===== src/rtl/core/jetp_pkg.sv =====
// Package for the Julia escape-time pixel unit.
// Holds the number format, register indexes and the command and status types.
// No dependencies.
package jetp_pkg;

	localparam int COORD_BITS = 12;
	localparam int FRAC_BITS  = 28;
	localparam int WORD_BITS  = FRAC_BITS + 4;
	localparam int PROD_BITS  = 2 * WORD_BITS;
	localparam int ITER_LIMIT = 1000;
	localparam int CNT_W      = 10;
	localparam int Q_W        = 16;
	localparam int DIV_W      = CNT_W + Q_W;
	localparam int CFG_AW     = 3;
	localparam int CFG_DW     = 32;

	localparam logic [CFG_AW-1:0] REG_C_REAL    = 3'd0;
	localparam logic [CFG_AW-1:0] REG_C_IMAG    = 3'd1;
	localparam logic [CFG_AW-1:0] REG_MAX_ITER  = 3'd2;
	localparam logic [CFG_AW-1:0] REG_RE_ORIGIN = 3'd3;
	localparam logic [CFG_AW-1:0] REG_RE_STEP   = 3'd4;
	localparam logic [CFG_AW-1:0] REG_IM_ORIGIN = 3'd5;
	localparam logic [CFG_AW-1:0] REG_IM_STEP   = 3'd6;

	typedef struct packed {
		logic       load_xy;
		logic       init_z;
		logic       do_mul;
		logic       do_upd;
		logic       cnt_inc;
		logic       div_start;
		logic       div_step;
		logic       col_en;
		logic [1:0] col_sel;
		logic       out_load;
	} jetp_cmd_t;

	typedef struct packed {
		logic lim_zero;
		logic escaped;
		logic last_iter;
	} jetp_sts_t;

endpackage


===== src/rtl/core/jetp_ctrl.sv =====
// Controller of the Julia escape-time pixel unit: sequences load, iteration,
// division, colour and output transfer. Depends on jetp_pkg.
module jetp_ctrl import jetp_pkg::*; (
	input  logic      clk,
	input  logic      arst_n,
	input  logic      in_valid,
	output logic      in_ready,
	output logic      out_valid,
	input  logic      out_ready,
	input  jetp_sts_t sts,
	output jetp_cmd_t cmd
);

	localparam logic [2:0] S_IDLE = 3'd0;
	localparam logic [2:0] S_LOAD = 3'd1;
	localparam logic [2:0] S_MUL  = 3'd2;
	localparam logic [2:0] S_UPD  = 3'd3;
	localparam logic [2:0] S_DIV  = 3'd4;
	localparam logic [2:0] S_COL  = 3'd5;
	localparam logic [2:0] S_FIN  = 3'd6;

	logic [2:0] state_q, state_d;
	logic first_q, first_d, ov_q, ov_d;
	logic [4:0] div_q, div_d;
	logic [1:0] col_q, col_d;

	assign in_ready  = (state_q == S_IDLE);
	assign out_valid = ov_q;

	always_comb begin
		state_d  = state_q;
		first_d  = first_q;
		div_d    = div_q;
		col_d    = col_q;
		ov_d     = ov_q && !out_ready;
		cmd      = '0;
		cmd.col_sel = col_q;
		unique case (state_q)
			S_IDLE: if (in_valid) begin
				cmd.load_xy = 1'b1;
				state_d     = S_LOAD;
			end
			S_LOAD: begin
				cmd.init_z = 1'b1;
				first_d    = 1'b1;
				state_d    = sts.lim_zero ? S_FIN : S_MUL;
			end
			S_MUL: begin
				cmd.do_mul = 1'b1;
				state_d    = S_UPD;
			end
			S_UPD: begin
				first_d = 1'b0;
				if (first_q) begin
					cmd.do_upd = 1'b1;
					state_d    = S_MUL;
				end else if (sts.escaped) begin
					cmd.div_start = 1'b1;
					div_d         = '0;
					state_d       = S_DIV;
				end else begin
					cmd.cnt_inc = 1'b1;
					if (sts.last_iter) begin
						state_d  = S_FIN;
					end else begin
						cmd.do_upd = 1'b1;
						state_d    = S_MUL;
					end
				end
			end
			S_DIV: begin
				cmd.div_step = 1'b1;
				div_d        = div_q + 1'b1;
				if (div_q == 5'(DIV_W - 1)) begin
					col_d   = '0;
					state_d = S_COL;
				end
			end
			S_COL: begin
				cmd.col_en = 1'b1;
				col_d      = col_q + 1'b1;
				if (col_q == 2'd3)
					state_d = S_FIN;
			end
			S_FIN: if (!ov_q || out_ready) begin
				cmd.out_load = 1'b1;
				ov_d         = 1'b1;
				state_d      = S_IDLE;
			end
			default: state_d = S_IDLE;
		endcase
	end

	always_ff @(posedge clk or negedge arst_n) begin
		if (!arst_n) begin
			state_q  <= S_IDLE;
			first_q  <= 1'b0;
			ov_q     <= 1'b0;
			div_q    <= '0;
			col_q    <= '0;
		end else begin
			state_q  <= state_d;
			first_q  <= first_d;
			ov_q     <= ov_d;
			div_q    <= div_d;
			col_q    <= col_d;
		end
	end

endmodule


===== config.mk =====
export PLATFORM = sky130hd
export DESIGN_NAME = jetp_ctrl
export DESIGN_NICKNAME = d
export VERILOG_FILES = /design/src/rtl/core/jetp_pkg.sv /design/src/rtl/core/jetp_ctrl.sv
export SDC_FILE = /design/constraint.sdc
export NUM_CORES = 1
export LEC_CHECK = 0
export BUFFER_PORTS_ARGS = -buffer_cell sky130_fd_sc_hd__buf_2
export CORE_MARGIN = 2
export CORE_UTILIZATION = 45
export CTS_CLUSTER_DIAMETER = 40
export DETAILED_ROUTE_END_ITERATION = 12
export GPL_ROUTABILITY_DRIVEN = 0
export MAX_ROUTING_LAYER = met4
export PLACE_DENSITY = 0.84
export SETUP_SLACK_MARGIN = 0.5
export SLEW_MARGIN = 25
export SYNTH_ARGS = -nofsm -noshare
export SYNTH_HDL_FRONTEND = slang
export SYNTH_SLANG_ARGS = --single-unit
export TNS_END_PERCENT = 30

===== constraint.sdc =====
create_clock -name clk -period 1.1 [get_ports clk]
set_input_delay 0.275 -clock clk [delete_from_list [all_inputs] [get_ports clk]]
set_output_delay 0.275 -clock clk [all_outputs]
set_load 0.02 [all_outputs]

; ---- Word level (Yosys, flattened, before mapping)
; Index checks and enable logic that the tools add are counted.
[classes]
n_addsub = 2
eq_ne = 14
mux = 31
n_reduce_logical = 11
[op_table]
columns = operator, count
row1 = 3-bit two-way mux, 9
row2 = 3-bit case mux with 7 select lines, 1
row3 = 1-bit two-way mux, 13
row4 = 2-bit != test (second input constant), 6
row5 = 5-bit two-way mux, 2
row6 = 5-bit case mux with 2 select lines, 1
row7 = 3-bit equality test (second input constant), 3
row8 = 3-bit by 2-bit equality test with 1-bit output (second input constant), 2
row9 = 2-bit two-way mux, 3
row10 = 2-bit nonzero test, 3
row11 = 5-bit by 1-bit adder with 5-bit output (second input constant), 1
row12 = 5-bit equality test (second input constant), 1
row13 = 2-bit case mux with 2 select lines, 1
row14 = 4-bit AND reduction, 1
row15 = 3-bit by 1-bit equality test with 1-bit output (second input constant), 1
row16 = 3-bit zero test, 1
row17 = 3-bit AND reduction, 1
row18 = 2-bit by 1-bit adder with 2-bit output (second input constant), 1
row19 = 2-bit equality test (second input constant), 1
row20 = 1-bit zero test, 2
row21 = 1-bit case mux with 2 select lines, 1
row22 = 2-bit AND reduction, 1
row23 = 1-bit logical AND, 1
row24 = 1-bit logical OR, 1
[totals]
regBits = 12
in_bits = 7
elab_cells = 63

; ---- Logic depth before layout (Yosys ltp)
[depth]
word_depth = 4
mapped_depth = 6
depth_no_buf = 6

; ---- Worst setup path after synthesis
; Ideal clock, no wire load.
[synth_path]
kind = reg2out
start = register state_q[0]
end = output port cmd[10] in the netlist's numbering
arrival_time_ps = 1433
required_ps = 825
slack_ps = -608
stages_incl_launch_ff = 4
n_path_buf = 1
path_cell_list = dfrtp_1 -> buf_2 -> nor3_1 -> and2_1
[synth_lines]
columns = item, line_no
row1 = start: declaration, jetp_ctrl.sv:22  ; logic [2:0] state_q, state_d;
row2 = start signal: assignment, jetp_ctrl.sv:102  ; state_q <= state_d;
row3 = end: declaration, jetp_ctrl.sv:11  ; output jetp_cmd_t cmd

==> key figures <==
Final layout
  • Number of inserted filler cells in the final layout: 84
  • Area growth from synthesis to final layout: 68.6%
  • Final net count: 138
  • Fraction of final layout cells sized beyond drive strength 1: 0.563
  • Antenna diodes: 0

Routing
  • Via count: 772
  • Routed wire per std cell: 15.3 um
  • Total wirelength of the detailed-routed design: 2170 um
  • Post-route ant nets: 0
  • Residual DRC: 0
  • Ratio of routed vias to standard cells: 5.44
  • Number of violations reported at the end of detailed-routing iteration 0: 22
  • First-pass detailed-route iteration total: 4

Clock tree
  • Depth of the CTS H-tree: 1
  • TritonCTS clock tree: built
  • Buffer levels on the longest clock path: 2
  • Inserted Clock Buffers: 3
  • Clk Latency, worst-skew pair: 260 ps
  • Sinks on Clock Net: 12
  • Clock Pin Slew Worst Setup and Hold Paths: 70 ps
  • Clock Tree Root: sky130_fd_sc_hd__clkbuf_4

Logic synthesis
  • Share of flip-flops with an asynchronous set or reset: 1.00
  • Area share of the largest cell type after synthesis: 0.412
  • Synth cell types: 34
  • Number of enable-type register cells in the synthesized netlist: 0
  • Sequential share of the synthesized area: 0.412
  • Synthesized netlist net count: 88
  • Most area-hungry cell type in the Yosys netlist: sky130_fd_sc_hd__dfrtp_1
  • Post-synth top flop: sky130_fd_sc_hd__dfrtp_1
  • Synthesized area per cell: 9.35 sq um
  • Netlist Area Pre-Place: 729 sq um
  • Largest cells by area after synthesis: sky130_fd_sc_hd__dfrtp_1 41%, sky130_fd_sc_hd__ha_1 5.1%, sky130_fd_sc_hd__nor2_1 4.1%, sky130_fd_sc_hd__xor2_1 3.6%, sky130_fd_sc_hd__nand2_1 3.1%
  • Gate Count Post-Synth: 78
  • Ys Warns: 0
  • Flip-flop and latch count after synthesis: 12

Worst setup path
  • Capturing element of the worst setup path: cmd[6]
  • FF-to-FF Start: state_q[2]
  • Origin of the worst setup path: state_q[1]
  • Data required time at the worst endpoint: 820 ps
  • List of cells traversed by the critical path: buf_6 > nand3b_4 > buf_4 > nor3_2 > buf_4
  • Number of cells traversed by the worst register-to-register path: 6
  • Most frequent CP cell: sky130_fd_sc_hd__buf_4
  • Critical path depth in cells: 5
  • Reg2reg end: state_q[2]
  • Worst EP arrival: 1330 ps
  • Library cell contributing the largest single delay on the critical path: sky130_fd_sc_hd__dfrtp_1
  • Peak fanout along the critical path: 3
  • Crit-path max cell delay: 420 ps
  • Critical path startpoint category: register
  • Cell family with most CP delay: buffers and inverters
  • R2R Setup Slk: -450 ps
  • Worst setup path class: reg2out
  • Type of element capturing the critical path: output pin
  • Number of buffers and inverters on the critical path: 3

Timing
  • Final setup viols: 24
  • Maximum frequency from static timing analysis: 625 MHz
  • RSZ-0062 raised after global routing: yes
  • Min Tclk post-route: 1600 ps
  • Tightest Pin Transition: 409 ps
  • Max-slew violations: 0
  • Least setup slack across all paths after layout: -501 ps
  • Final count of hold timing violations: 12
  • Ratio of final minimum period to clock period: 1.46
  • Normalized max-slew margin: 0.725
  • Tightest hold margin: -121 ps
  • Clock skew: 0.297 ps

Min path
  • Worst hold path type: in2async

Die
  • Height of the chip: 44.3 um
  • Number of top-level pins: 20
  • Initial core utilization: 0.484
  • Die outline width: 44.3 um
  • Std-Cell Rows: 14
  • Placeable core region: 1510 sq um
  • Overall die area: 1960 sq um

Run status
  • Run status: finished with violations
  • Failing checks: hold timing, setup timing

Placed design
  • Final HPWL from detailed placement: 1420 um
  • Count of input and output buffers: 19

Power and ir drop
  • Power per Cell Area: 2920 nW/um^2
  • Overall power consumption: 3.60 mW
  • Maximum ir drop on the vdd rail: 0.00190 V
  • Leakage power total: 0.620 nW

Global routing
  • Largest net degree at the start of global routing: 13
  • Wire length of the first global-routing pass: 3370 um
  • Number of antenna violations at the first check in global routing: 0
  • GRT Resource Usage Total: 0.255
  • Vias in the first global route: 744
  • Final global-route overflow total: 0

Run
  • Number of max-cap violations: 0
-- worst min path at each step --
| stage | slack (ps) | startpoint | cells past startpoint | to |
|---|---|---|---|---|
| 5_1_grt | -120 | arst_n | 1 | first_q |
| 3_5_place_dp | 160 | arst_n | 1 | col_q[0] |
| 3_3_place_gp | 160 | arst_n | 1 | col_q[0] |
| 4_1_cts | -130 | arst_n | 1 | first_q |
| 6_report | -120 | arst_n | 1 | div_q[3] |
| 2_1_floorplan | -20 | arst_n | 0 | col_q[0] |
-- per-layer routing --
| metal | track usage | part of all wire | vias to the layer above | wire length (um) |
|---|---|---|---|---|
| met1 | 0.308 | 0.41 | 373 | 891 |
| met5 | - | 0 | - | 0 |
| met4 | 0.145 | 0.017 | 0 | 36 |
| met2 | 0.403 | 0.53 | 25 | 1160 |
| li1 | - | - | 370 | - |
| met3 | 0.0408 | 0.041 | 4 | 89 |
-- synthesized netlist by cell type, types with 2 or more instances --
| master | number |
|---|---|
| sky130_fd_sc_hd__inv_1 | 2 |
| sky130_fd_sc_hd__a21oi_1 | 4 |
| sky130_fd_sc_hd__nand4_1 | 2 |
| sky130_fd_sc_hd__nand2_1 | 6 |
| sky130_fd_sc_hd__o21ai_1 | 2 |
| sky130_fd_sc_hd__o22ai_1 | 2 |
| sky130_fd_sc_hd__xor2_1 | 3 |
| sky130_fd_sc_hd__o21ai_0 | 4 |
| sky130_fd_sc_hd__nor3_1 | 2 |
| sky130_fd_sc_hd__dfrtp_1 | 12 |
| sky130_fd_sc_hd__nor2_1 | 8 |
| sky130_fd_sc_hd__ha_1 | 3 |
| sky130_fd_sc_hd__buf_2 | 3 |
| sky130_fd_sc_hd__nand2b_1 | 3 |
| sky130_fd_sc_hd__nor2b_1 | 2 |
| sky130_fd_sc_hd__and2_1 | 2 |
-- placed cells by master (no fill, tap or decap), types with 2 or more instances in the layout --
master	count
sky130_fd_sc_hd__a21oi_1	3
sky130_fd_sc_hd__nand2b_1	2
sky130_fd_sc_hd__o22ai_1	2
sky130_fd_sc_hd__dfrtp_1	11
sky130_fd_sc_hd__inv_1	2
sky130_fd_sc_hd__nand2b_4	2
sky130_fd_sc_hd__buf_2	6
sky130_fd_sc_hd__buf_6	15
sky130_fd_sc_hd__xor2_1	3
sky130_fd_sc_hd__nand2_1	5
sky130_fd_sc_hd__nand4_1	2
sky130_fd_sc_hd__o21ai_0	3
sky130_fd_sc_hd__o21ai_1	2
sky130_fd_sc_hd__buf_4	27
sky130_fd_sc_hd__and2_4	2
sky130_fd_sc_hd__clkbuf_4	3
sky130_fd_sc_hd__nor2_1	7
sky130_fd_sc_hd__ha_1	3
-- cells by family after synthesis --
logic type | count (synthesis) | share of synthesized area
AND/OR/NAND/NOR | 36 | 0.309
XOR/XNOR | 3 | 0.0360
AO/OA/AOI/OAI | 16 | 0.127
flip-flops | 12 | 0.412
multiplexers | 2 | 0.0292
buffers and inverters | 6 | 0.0360
adder cells (fa/ha/maj) | 3 | 0.0515
-- registers in the layout (all words and copies together), names as in the netlist --
register and count:
out_valid 1, state_q 3, col_q 2, div_q 5
first_q 1
-- final cells by class --
type                    instances  area, sq um  share of cell area
repair buffers                 48          402               0.327
inverters                       3         13.8              0.0112
well taps                      16         20.0              0.0163
clock buffers                   3         22.5              0.0183
flip-flops and latches         12          302               0.245
multi-input cells              60          470               0.383
-- where the power goes --
part           total (mW)  internal, mW  leakage (nW)  switching (mW)
logic                2.51          1.34         0.461            1.18
clock network       0.254         0.126        0.0138           0.128
registers           0.831         0.660         0.146           0.171
-- repair_timing --
action	CTS	global route
setup endpoints to repair	25	25
gates resized for setup	30	10
endpoints found under the hold margin	12	12
setup buffers	3	2
pin swaps	5	4
-- stage by stage --
step	setup slack [ps]	TNS (ps)	instances	utilization	instance area, sq um
2_1_floorplan	-263	-2640	78	-	768
3_3_place_gp	-196	-2640	134	0.688	1040
3_5_place_dp	-237	-3310	134	0.688	1040
4_1_cts	-488	-6280	140	0.782	1180
5_1_grt	-591	-8670	142	0.816	1230
6_report	-501	-7290	142	0.816	1230
Note: power is estimated with default switching activity, not from simulation.
